--- config.mk ---
export PLATFORM = sky130hd
export DESIGN_NAME = radix_digit_expander_flat
export DESIGN_NICKNAME = d
export VERILOG_FILES = /design/src/rtl/core/rdx_pkg.sv /design/src/rtl/core/rdx_chan_if.sv /design/src/rtl/core/rdx_div.sv /design/src/rtl/core/rdx_mul.sv /design/src/rtl/core/radix_digit_expander.sv /design/src/flat_wrapper.sv
export VERILOG_INCLUDE_DIRS = /design/src /design/src/rtl/core
export SDC_FILE = /design/constraint.sdc
export NUM_CORES = 1
export LEC_CHECK = 0
export ABC_AREA = 1
export BUFFER_PORTS_ARGS = -buffer_cell sky130_fd_sc_hd__buf_2
export CORE_MARGIN = 2
export CORE_UTILIZATION = 45
export CTS_BUF_LIST = sky130_fd_sc_hd__clkbuf_16
export DETAILED_ROUTE_END_ITERATION = 10
export MAX_ROUTING_LAYER = met4
export PLACE_DENSITY = 0.69
export SYNTH_ARGS = -nofsm -noshare
export SYNTH_HDL_FRONTEND = slang
export SYNTH_SLANG_ARGS = --single-unit
--- constraint.sdc ---
create_clock -name clock -period 10 [get_ports clock]
set_input_delay 1.5 -clock clock [delete_from_list [all_inputs] [get_ports clock]]
set_output_delay 1.5 -clock clock [all_outputs]
set_load 0.01 [all_outputs]
--- src/rtl/core/assert_macros.svh ---
// ---------------------------------------------------------------------------
// Assertion macros shared by the RTL of the radix digit expander.
// Every macro samples on the rising edge of clock and is silent in reset.
// ---------------------------------------------------------------------------
`ifndef ASSERT_MACROS_SVH
`define ASSERT_MACROS_SVH

// The expression holds at every clock edge outside reset.
`define ASSERT_ALWAYS(label, expr, msg) \
   label: assert property (@(posedge clock) disable iff (reset) (expr)) \
      else $error(msg);

// Whenever the trigger holds, the consequence holds in the same cycle.
`define ASSERT_IMPLIES(label, trig, cons, msg) \
   label: assert property (@(posedge clock) disable iff (reset) (trig) |-> (cons)) \
      else $error(msg);

// Whenever the trigger holds, the consequence holds in the next cycle.
`define ASSERT_NEXT(label, trig, cons, msg) \
   label: assert property (@(posedge clock) disable iff (reset) (trig) |=> (cons)) \
      else $error(msg);

`endif

--- src/rtl/core/rdx_pkg.sv ---
// ---------------------------------------------------------------------------
// rdx_pkg
// Types and constants of the radix digit expander.
// ---------------------------------------------------------------------------
package rdx_pkg;

   localparam int RADIX_BITS  = 8;
   localparam int DIGIT_BITS  = 8;
   localparam int POS_BITS    = 5;
   localparam int FIELD_BITS  = 32;
   localparam int MAX_DIGITS  = 32;

   localparam logic [RADIX_BITS-1:0] RADIX_RESET = 8'd10;
   localparam logic [RADIX_BITS-1:0] RADIX_MIN   = 8'd2;

   // Input word: the number to be expanded.
   typedef struct packed {
      logic [FIELD_BITS-1:0] value;
   } req_word_type;

   // Result word: one digit of the expansion.
   typedef struct packed {
      logic [DIGIT_BITS-1:0] digit;
      logic [POS_BITS-1:0]   position;
      logic [FIELD_BITS-1:0] place_value;
      logic [FIELD_BITS-1:0] term;
      logic                  last;
   } rsp_word_type;

endpackage

--- src/rtl/core/rdx_chan_if.sv ---
// ---------------------------------------------------------------------------
// rdx_chan_if
// Valid/ready channel carrying one word of a given type.
// ---------------------------------------------------------------------------
interface rdx_chan_if #(
   parameter type word_type = logic
);
   logic     valid;
   logic     ready;
   word_type word;

   modport source (output valid, output word, input ready);
   modport sink   (input valid, input word, output ready);
endinterface

--- src/rtl/core/rdx_div.sv ---
// ---------------------------------------------------------------------------
// rdx_div
// Bit-serial restoring divider: a W-bit dividend by an 8-bit divisor,
// one quotient bit per cycle.
// ---------------------------------------------------------------------------
`include "assert_macros.svh"

module rdx_div #(
   parameter int W = 32
) (
   input  logic                          clock,
   input  logic                          reset,
   input  logic                          start,
   input  logic [W-1:0]                  dividend,
   input  logic [rdx_pkg::RADIX_BITS-1:0] divisor,
   output logic                          done,
   output logic [W-1:0]                  quotient,
   output logic [rdx_pkg::RADIX_BITS-1:0] remainder
);

   localparam int RB    = rdx_pkg::RADIX_BITS;
   localparam int CNT_W = $clog2(W + 1);

   logic              busy_ff;
   logic              done_ff;
   logic [CNT_W-1:0]  cnt_ff;
   logic [W-1:0]      quo_ff;
   logic [RB-1:0]     rem_ff;
   logic [RB-1:0]     dsr_ff;

   logic [RB:0]       trial;
   logic              ge;
   logic [RB:0]       diff;

   // The top dividend bit enters the partial remainder; the quotient
   // bit shifts in at the bottom as the dividend bits leave at the top.
   assign trial = {rem_ff, quo_ff[W-1]};
   assign ge    = trial >= {1'b0, dsr_ff};
   assign diff  = trial - {1'b0, dsr_ff};

   always_ff @(posedge clock) begin
      if (reset) begin
         busy_ff <= 1'b0;
         done_ff <= 1'b0;
         cnt_ff  <= '0;
      end else begin
         done_ff <= busy_ff && !start && (cnt_ff == CNT_W'(1));
         if (start) begin
            busy_ff <= 1'b1;
            cnt_ff  <= CNT_W'(W);
            quo_ff  <= dividend;
            rem_ff  <= '0;
            dsr_ff  <= divisor;
         end else if (busy_ff) begin
            quo_ff <= {quo_ff[W-2:0], ge};
            rem_ff <= ge ? diff[RB-1:0] : trial[RB-1:0];
            cnt_ff <= cnt_ff - 1'b1;
            if (cnt_ff == CNT_W'(1)) begin
               busy_ff <= 1'b0;
            end
         end
      end
   end

   assign done      = done_ff;
   assign quotient  = quo_ff;
   assign remainder = rem_ff;

   `ASSERT_IMPLIES(a_rem_below_divisor, done_ff, rem_ff < dsr_ff, "remainder not below divisor")

endmodule

--- src/rtl/core/rdx_mul.sv ---
// ---------------------------------------------------------------------------
// rdx_mul
// Shift-and-add multiplier: a W-bit multiplicand by an 8-bit multiplier,
// one multiplier bit per cycle, product kept to W bits.
// ---------------------------------------------------------------------------
module rdx_mul #(
   parameter int W = 32
) (
   input  logic                          clock,
   input  logic                          reset,
   input  logic                          start,
   input  logic [W-1:0]                  multiplicand,
   input  logic [rdx_pkg::RADIX_BITS-1:0] multiplier,
   output logic                          done,
   output logic [W-1:0]                  product
);

   localparam int RB    = rdx_pkg::RADIX_BITS;
   localparam int CNT_W = $clog2(RB + 1);

   logic              busy_ff;
   logic              done_ff;
   logic [CNT_W-1:0]  cnt_ff;
   logic [W-1:0]      acc_ff;
   logic [W-1:0]      mcand_ff;
   logic [RB-1:0]     mplr_ff;

   always_ff @(posedge clock) begin
      if (reset) begin
         busy_ff <= 1'b0;
         done_ff <= 1'b0;
         cnt_ff  <= '0;
      end else begin
         done_ff <= busy_ff && !start && (cnt_ff == CNT_W'(1));
         if (start) begin
            busy_ff  <= 1'b1;
            cnt_ff   <= CNT_W'(RB);
            acc_ff   <= '0;
            mcand_ff <= multiplicand;
            mplr_ff  <= multiplier;
         end else if (busy_ff) begin
            if (mplr_ff[0]) begin
               acc_ff <= acc_ff + mcand_ff;
            end
            mcand_ff <= {mcand_ff[W-2:0], 1'b0};
            mplr_ff  <= {1'b0, mplr_ff[RB-1:1]};
            cnt_ff   <= cnt_ff - 1'b1;
            if (cnt_ff == CNT_W'(1)) begin
               busy_ff <= 1'b0;
            end
         end
      end
   end

   assign done    = done_ff;
   assign product = acc_ff;

endmodule

--- src/rtl/core/radix_digit_expander.sv ---
// ---------------------------------------------------------------------------
// radix_digit_expander
// Expands an unsigned value into its digits in a programmable radix.
// ---------------------------------------------------------------------------
// Each accepted word on req_ch is written out in the radix held in the
// configuration register (reset value 10; values 0 and 1 are treated as 2)
// as one result word per digit on rsp_ch, least significant digit first.
// A result carries the digit, its position, the place value (radix to the
// power of the position, kept to VALUE_BITS bits), the term (digit times
// place value, kept to VALUE_BITS bits) and a last flag on the most
// significant digit. An input of zero gives a single zero digit, and a run
// never exceeds 32 results. The block works on one value at a time: each
// digit is formed by the bit-serial divider (one quotient bit per cycle)
// followed by the eight-step multiplier that forms the term.
// The next place value is formed by a second multiplier while the divider
// runs. The result register lets the next digit be worked out while the
// previous one waits to be taken.
// ---------------------------------------------------------------------------
`include "assert_macros.svh"

module radix_digit_expander #(
   parameter int VALUE_BITS = 32
) (
   input  logic                           clock,
   input  logic                           reset,
   input  logic                           csr_wr_en,
   input  logic [rdx_pkg::RADIX_BITS-1:0] csr_wr_data,
   rdx_chan_if.sink                       req_ch,
   rdx_chan_if.source                     rsp_ch
);

   localparam int W     = VALUE_BITS;
   localparam int RB    = rdx_pkg::RADIX_BITS;
   localparam int PB    = rdx_pkg::POS_BITS;
   localparam int FB    = rdx_pkg::FIELD_BITS;

   typedef enum logic [1:0] {
      ST_IDLE,
      ST_DIV,
      ST_MUL,
      ST_EMIT
   } state_type;

   state_type                 state_ff;
   logic [RB-1:0]             csr_radix_ff;
   logic [RB-1:0]             radix_ff;
   logic [W-1:0]              rest_ff;
   logic [W-1:0]              place_ff;
   logic [RB-1:0]             dig_ff;
   logic [PB-1:0]             count_ff;
   logic                      div_start_ff;
   logic                      pmul_start_ff;
   logic                      tmul_start_ff;
   logic                      rsp_valid_ff;
   rdx_pkg::rsp_word_type     rsp_word_ff;

   logic                      div_done;
   logic [W-1:0]              div_quo;
   logic [RB-1:0]             div_rem;
   logic                      pmul_done;
   logic [W-1:0]              pmul_prod;
   logic                      tmul_done;
   logic [W-1:0]              tmul_prod;

   logic                      req_take;
   logic                      slot_free;
   logic                      emit;
   logic                      last_digit;
   logic                      digit_start_in;
   logic [RB-1:0]             radix_eff;
   rdx_pkg::req_word_type     req_word;

   // The configuration register; radix values below two fall back to two.
   always_ff @(posedge clock) begin
      if (reset) begin
         csr_radix_ff <= rdx_pkg::RADIX_RESET;
      end else if (csr_wr_en) begin
         csr_radix_ff <= csr_wr_data;
      end
   end

   assign radix_eff = (csr_radix_ff < rdx_pkg::RADIX_MIN) ? rdx_pkg::RADIX_MIN : csr_radix_ff;

   assign req_word   = req_ch.word;
   assign req_take   = req_ch.valid && (state_ff == ST_IDLE);
   assign slot_free  = !rsp_valid_ff || rsp_ch.ready;
   assign emit       = (state_ff == ST_EMIT) && slot_free;

   // rest_ff already holds the quotient of the digit being emitted, so the
   // run ends when it reaches zero or when the result limit is reached.
   assign last_digit = (rest_ff == '0) || (count_ff == PB'(rdx_pkg::MAX_DIGITS - 1));

   // A digit starts on a new value or straight after a digit that is not
   // the last one has been handed to the result register.
   assign digit_start_in = req_take || (emit && !last_digit);

   // Divider: current rest by the radix gives the digit and the new rest.
   rdx_div #(.W(W)) u_div (
      .clock     (clock),
      .reset     (reset),
      .start     (div_start_ff),
      .dividend  (rest_ff),
      .divisor   (radix_ff),
      .done      (div_done),
      .quotient  (div_quo),
      .remainder (div_rem)
   );

   // Place-value multiplier: runs alongside the divider and finishes well
   // before it, so the next place value is ready when the digit is emitted.
   rdx_mul #(.W(W)) u_pmul (
      .clock        (clock),
      .reset        (reset),
      .start        (pmul_start_ff),
      .multiplicand (place_ff),
      .multiplier   (radix_ff),
      .done         (pmul_done),
      .product      (pmul_prod)
   );

   // Term multiplier: digit times the current place value.
   rdx_mul #(.W(W)) u_tmul (
      .clock        (clock),
      .reset        (reset),
      .start        (tmul_start_ff),
      .multiplicand (place_ff),
      .multiplier   (dig_ff),
      .done         (tmul_done),
      .product      (tmul_prod)
   );

   // Sequencer and result register.
   always_ff @(posedge clock) begin
      if (reset) begin
         state_ff      <= ST_IDLE;
         div_start_ff  <= 1'b0;
         pmul_start_ff <= 1'b0;
         tmul_start_ff <= 1'b0;
         rsp_valid_ff  <= 1'b0;
      end else begin
         div_start_ff  <= digit_start_in;
         pmul_start_ff <= digit_start_in;
         tmul_start_ff <= (state_ff == ST_DIV) && div_done;
         rsp_valid_ff  <= emit || (rsp_valid_ff && !rsp_ch.ready);
         case (state_ff)
            ST_IDLE: begin
               if (req_take) begin
                  radix_ff      <= radix_eff;
                  rest_ff       <= W'(req_word.value);
                  place_ff      <= W'(1);
                  count_ff      <= '0;
                  state_ff      <= ST_DIV;
               end
            end
            ST_DIV: begin
               if (div_done) begin
                  rest_ff       <= div_quo;
                  dig_ff        <= div_rem;
                  state_ff      <= ST_MUL;
               end
            end
            ST_MUL: begin
               if (tmul_done) begin
                  state_ff <= ST_EMIT;
               end
            end
            ST_EMIT: begin
               if (slot_free) begin
                  rsp_word_ff.digit        <= dig_ff;
                  rsp_word_ff.position     <= count_ff;
                  rsp_word_ff.place_value  <= FB'(place_ff);
                  rsp_word_ff.term         <= FB'(tmul_prod);
                  rsp_word_ff.last         <= last_digit;
                  place_ff                 <= pmul_prod;
                  count_ff                 <= count_ff + 1'b1;
                  if (last_digit) begin
                     state_ff <= ST_IDLE;
                  end else begin
                     state_ff <= ST_DIV;
                  end
               end
            end
            default: begin
               state_ff <= ST_IDLE;
            end
         endcase
      end
   end

   assign req_ch.ready = (state_ff == ST_IDLE);
   assign rsp_ch.valid = rsp_valid_ff;
   assign rsp_ch.word  = rsp_word_ff;

   `ASSERT_IMPLIES(a_div_done_in_div, div_done, state_ff == ST_DIV, "divider done out of step")
   `ASSERT_IMPLIES(a_pmul_within_div, pmul_done, state_ff == ST_DIV, "place multiplier overran")
   `ASSERT_IMPLIES(a_digit_below_radix, emit, dig_ff < radix_ff, "digit not below radix")
   `ASSERT_NEXT(a_next_start, emit && !last_digit, state_ff == ST_DIV && div_start_ff, "no restart")

endmodule

--- src/flat_wrapper.sv ---
// flat-port wrapper written by rule: the top's interface ports become plain ports
module radix_digit_expander_flat 
#(
   parameter int VALUE_BITS = 32
)
  (clock, reset, csr_wr_en, csr_wr_data, req_ch_valid, req_ch_word, req_ch_ready, rsp_ch_valid, rsp_ch_word, rsp_ch_ready);
  rdx_chan_if #(.word_type(rdx_pkg::req_word_type)) req_ch_i ();
  rdx_chan_if #(.word_type(rdx_pkg::rsp_word_type)) rsp_ch_i ();
  input  logic clock;
  input  logic reset;
  input  logic csr_wr_en;
  input  logic [rdx_pkg::RADIX_BITS-1:0] csr_wr_data;
  input wire logic [$bits(req_ch_i.valid)-1:0] req_ch_valid;
  input wire logic [$bits(req_ch_i.word)-1:0] req_ch_word;
  output wire logic [$bits(req_ch_i.ready)-1:0] req_ch_ready;
  output wire logic [$bits(rsp_ch_i.valid)-1:0] rsp_ch_valid;
  output wire logic [$bits(rsp_ch_i.word)-1:0] rsp_ch_word;
  input wire logic [$bits(rsp_ch_i.ready)-1:0] rsp_ch_ready;
  assign req_ch_i.valid = req_ch_valid;
  assign req_ch_i.word = req_ch_word;
  assign req_ch_ready = req_ch_i.ready;
  assign rsp_ch_valid = rsp_ch_i.valid;
  assign rsp_ch_word = rsp_ch_i.word;
  assign rsp_ch_i.ready = rsp_ch_ready;
  radix_digit_expander #(.VALUE_BITS(VALUE_BITS)) u_core (.clock(clock), .reset(reset), .csr_wr_en(csr_wr_en), .csr_wr_data(csr_wr_data), .req_ch(req_ch_i), .rsp_ch(rsp_ch_i));
endmodule
== Yosys cells after proc, flatten, opt, wreduce, memory -nomap -nowiden ==
Cells that the tools add are included.
Word-level totals
  register bits after elaboration: 387
  bits of input ports: 45
  output and inout port bits: 80
  word-level logic and storage cells: 143
Operators by class
  add/subtract/negate cells: 7
  $lt $le $gt $ge: 2
  eq/ne operators: 11
  multiplexer cells: 46
  bitwise operators: 1
  reduce and logical (&&, ||, !) cells: 41
Operator list (count)
  $mux 32: 14
  $pmux 32 s2: 2
  $add 32x32->32: 2
  $mux 8: 6
  $logic_not 32->1: 1
  $mux 4: 4
  $reduce_and 3->1: 5
  $reduce_bool 2->1: 7
  $mux 6: 2
  $reduce_and 4->1: 3
  $mux 1: 10
  $mux 5: 2
  $pmux 5 s2: 1
  $ge 9x8->1: 1
  $logic_and 1x1->1: 9
  $eq 4x1->1 const B: 2
  $lt 8x2->1 const B: 1
  $mux 2: 4
  $pmux 2 s4: 1
  $reduce_and 2->1: 4
  $sub 4x1->4 const B: 2
  $sub 8x8->8: 1
  $eq 6x1->1 const B: 1
  $sub 6x1->6 const B: 1
  11 further kinds: 22

== Longest topological paths before layout ==
  depth after elaboration: 5
  mapped depth: 13
  gate-level depth less buffers: 13

== Modules after synthesis ==
Synthesis repeated with hierarchy kept, for this count alone.
Second synthesis, totals
  cell total of the unflattened synthesis: 2351
  area total of the unflattened synthesis: 20288.2 µm²
Modules (own cells, without submodules)
  radix_digit_expander: instances 1, cells an instance 483, area an instance 6463.7 µm², seq. area each 5154.9 µm²
  rdx_mul (u_core.u_pmul): instances 1, cells an instance 775, area an instance 5506.5 µm², seq. area each 2282.2 µm²
  rdx_mul (u_core.u_tmul): instances 1, cells an instance 768, area an instance 5497.8 µm², seq. area each 2282.2 µm²
  rdx_div: instances 1, cells an instance 325, area an instance 2820.2 µm², seq. area each 1601.5 µm²

== Least setup slack after synthesis ==
Ideal clock, no wire load.
  path type: input to register
  start point: input port reset
  end point: register u_core.div_start_ff
  library setup time: 0.081 ns
  data arrival time: 7.647 ns
  required time: 9.919 ns
  setup slack: 2.272 ns
  stages on the path: 3
  path buffers: 1
  cells stage by stage: clkbuf_1 > nor3_1 > a31o_2
RTL lines
  start: declaration: line flat_wrapper.sv:10  | input logic reset;
  end signal: assignment: line radix_digit_expander.sv:141  | div_start_ff <= digit_start_in;
  end: declaration: line radix_digit_expander.sv:51  | logic div_start_ff;

== Final worst setup path ==
  start point: input port reset
  end point: register u_core.u_pmul.acc_ff[1], in the netlist u_core.u_pmul.product[1], enable pin
On the way
  word-level cells in the longest chain between the ends: 2
Ends and longest elaborated chain
  $not 1->1 (no source line)
  $reduce_and 3->1 (no source line)
  end signal: assignment: line rdx_mul.sv:43  | acc_ff <= acc_ff + mcand_ff;
  end: declaration: line rdx_mul.sv:24  | logic [W-1:0] acc_ff;
Every way passes these cells.
A chain may end at the register's enable or synchronous reset.

==> flow_summary.toml <==
[worst_setup_path]
start_kind = "input pin"
crit_top_cell = "buf_4"
cp_max_fo = 41
cp_cell_sequence = "buf_2 > nor2_1 > inv_1 > nand2_1 > buf_4 > o21a_1 > buf_4"
endpoint_kind = "flip-flop"
crit_type = "in -> reg"
path_delay_family = "buffers and inverters"
crit_path_top_delay_cell = "nor2_1"
r2r_slack_ps = 6930
crit_buf_inv = 4
crit_path_max_incr_delay_ps = 610
cp_data_required_time_ps = 10210
arrival_ps = 3700

[global_routing]
grt_overflow = 0
grt_pass1_vias = 14227
grt_max_degree = 79
grt_pass1_wl_um = 71300
antenna_found_initial = 0
grt_util_all_layers_pct = 20.4

[logic_synthesis]
ys_types = 42
yosys-top-cells-area = "edfxtp_1, nand2_1, inv_1"
netlist_instances = 2253
yosysTopAreaCellShare_pct = 54.0
postSynthAreaPerCell_um2 = 8.76
synth_fp_nets = 2383
yosysTopAreaCell = "edfxtp_1"
yosysSeqAreaShare_pct = 57.2
yosys_warnings = 0
ys_ff_latch = 387
synth_area_um2 = 19700

[sta]
finalClockSkew_ps = 30.4
fmax_mhz = 286
min_period_ps = 3490
finalMaxSlewViolations = 0
rsz0062_at_grt = "false"
finalCritPeriodShare_pct = 34.9
tns_ps = 0
slew_headroom_pct = 31.7
tightest_slew_ps = 1020
hold_viol = 0
setup_viol = 0

[layout]
drive_above_1_share_pct = 9.86
antenna_cells = 0
syn_to_final_growth_pct = 12.9
stdcell_area_um2 = 22300
nets = 2512
fin_cells = 3000

[placed_design]
gp_congestion = 0.967
port_buffers = 124
hpwlAfterDp_um = 32000
dpl-instance-area_um2 = 21000
dp_cells = 2923

[floorplanning]
die_x_um = 213
core_area_um2 = 43200
rows = 76
ios = 125
die_y_um = 213
start_util_pct = 45.7
dieArea_um2 = 45600

[route]
vias = 14648
drc = 0
initialDrtViolationCount = 922
wire_per_inst_um = 14.8
totalWireLength_um = 44400
ant_nets = 0
dr.pass1.iters = 5
viasPerCell = 4.88

[run_status]
outcome = "finished, final reports clean"

[clocking]
ctsResizeCount = 0
clk_path_buf_depth = 3
cts_sinks = 387
clk_latency_ps = 580
cts.clk_slew.worst_paths_ps = 60
cts_made_buffers = 42
postCtsSetupRepairBufs = 0
cts-root-buf = "clkbuf_16"
hold_buffers = 0
h-tree-depth = 2
cts_tree = "done"

[power]
ir_drop_v = 0.000148
p_per_area_nw_per_um2 = 213
p_leak_nw = 10.4

[flow_run]
max_cap_viol_count = 0

[min_path]
min-delay-path-class = "reg -> reg"
flip-flops by register name, summed over array words and instances, names as in the netlist, 32 cells and up:
register / cells
u_core.rsp_ch.word: 78
u_core.place_ff: 32
u_core.rest_ff: 32
u_core.u_div.quotient: 32
u_core.u_pmul.mcand_ff: 32
u_core.u_pmul.product: 32
u_core.u_tmul.mcand_ff: 32
u_core.u_tmul.product: 32
synthesized netlist by cell type:
master,instances
nand2_1,826
edfxtp_1,355
inv_1,350
nor2_1,205
o21ai_0,104
a21oi_1,100
ha_1,82
nand3_1,44
clkbuf_1,32
dfxtp_1,32
nor3_1,16
nand2_2,13
buf_2,12
o21a_1,9
buf_1,7
nand3_2,6
xnor2_1,5
and2_1,4
nand4_1,4
nor2_2,4
o21bai_1,4
fa_1,3
nand3b_1,3
nor3_2,3
nor4_1,3
o21ai_1,3
or2_2,3
xor2_1,3
a21o_1,2
a21oi_2,2
a31oi_1,2
clkinv_1,2
a211oi_1,1
a31o_2,1
buf_6,1
nand4_4,1
nor3b_1,1
nor3b_2,1
nor4_2,1
o211ai_1,1
o22ai_1,1
or2_1,1
metal layers:
metal  routed length, um  GRT usage (%)  part of all wire (%)  vias to the layer above
met2               21100           32.9                    47                      299
li1                    -              -                     -                     7462
met4                 983           6.13                   2.2                        0
met3                2120           3.63                   4.8                       76
met1               20300           26.5                    46                     6811
met5                   0              -                     0                        -
worst paths after layout:
kind | start | to | depth (start not counted)
min reg2reg | u_core.count_ff[3]$_SDFFCE_PN0P_ | u_core.rsp_ch.word[68]$_DFFE_PP_ | 0
max | reset | u_core.u_pmul.product[1]$_SDFFCE_PP0P_ | 7
min | u_core.count_ff[3]$_SDFFCE_PN0P_ | u_core.rsp_ch.word[68]$_DFFE_PP_ | 0
max reg2reg | u_core.div_start_ff$_SDFF_PP0_ | u_core.u_pmul.product[1]$_SDFFCE_PP0P_ | 7
report_power, final:
part	internal, mW	total [mW]	switching [mW]
registers	2.11	2.27	0.157
clock network	0.798	1.44	0.645
logic	0.329	1.04	0.711
layout make-up:
class	instances	area, um^2
clock buffer	42	1050
clock inverter	35	225
fill	3970	20900
inverter	352	1320
multi-input combinational	1462	6940
sequential	387	11300
tap	585	732
timing repair buffer	137	718
cells in the final DEF, fill, tap and decap left out, types with 6 or more instances in the layout:
cell type    n
ha_1        82
nand3_1     44
nand3_2      6
nor2_1     205
edfxtp_1   355
clkinv_2     8
a21oi_1     97
nor3_1      14
nand2_2     13
o21ai_0    104
buf_4       13
dfxtp_1     30
nand2_1    826
clkbuf_16   42
o21a_1       9
inv_1      363
buf_2      124
clkinv_1     7
through the flow:
stage | power [mW] | hold WS (ps) | utilization [%] | setup slack [ps]
floorplan | 3.03 | 426 | - | 2270
global placement | 3.30 | 423 | 48.7 | 6010
detailed placement | 3.34 | 431 | 48.7 | 5900
CTS | 4.79 | 448 | 51.6 | 6500
global route | 5.04 | 456 | 51.6 | 6330
finish | 4.75 | 448 | 51.6 | 6510
cell families after synthesis:
kind of cell	Yosys count	share of synthesized area (%)
simple gates	1139	23.0
buf+inv	404	7.80
flops	387	57.2
compound gates	230	6.12
fa+ha+maj	85	5.50
xor+xnor	8	0.355
Note: power is estimated with default switching activity, not from simulation.
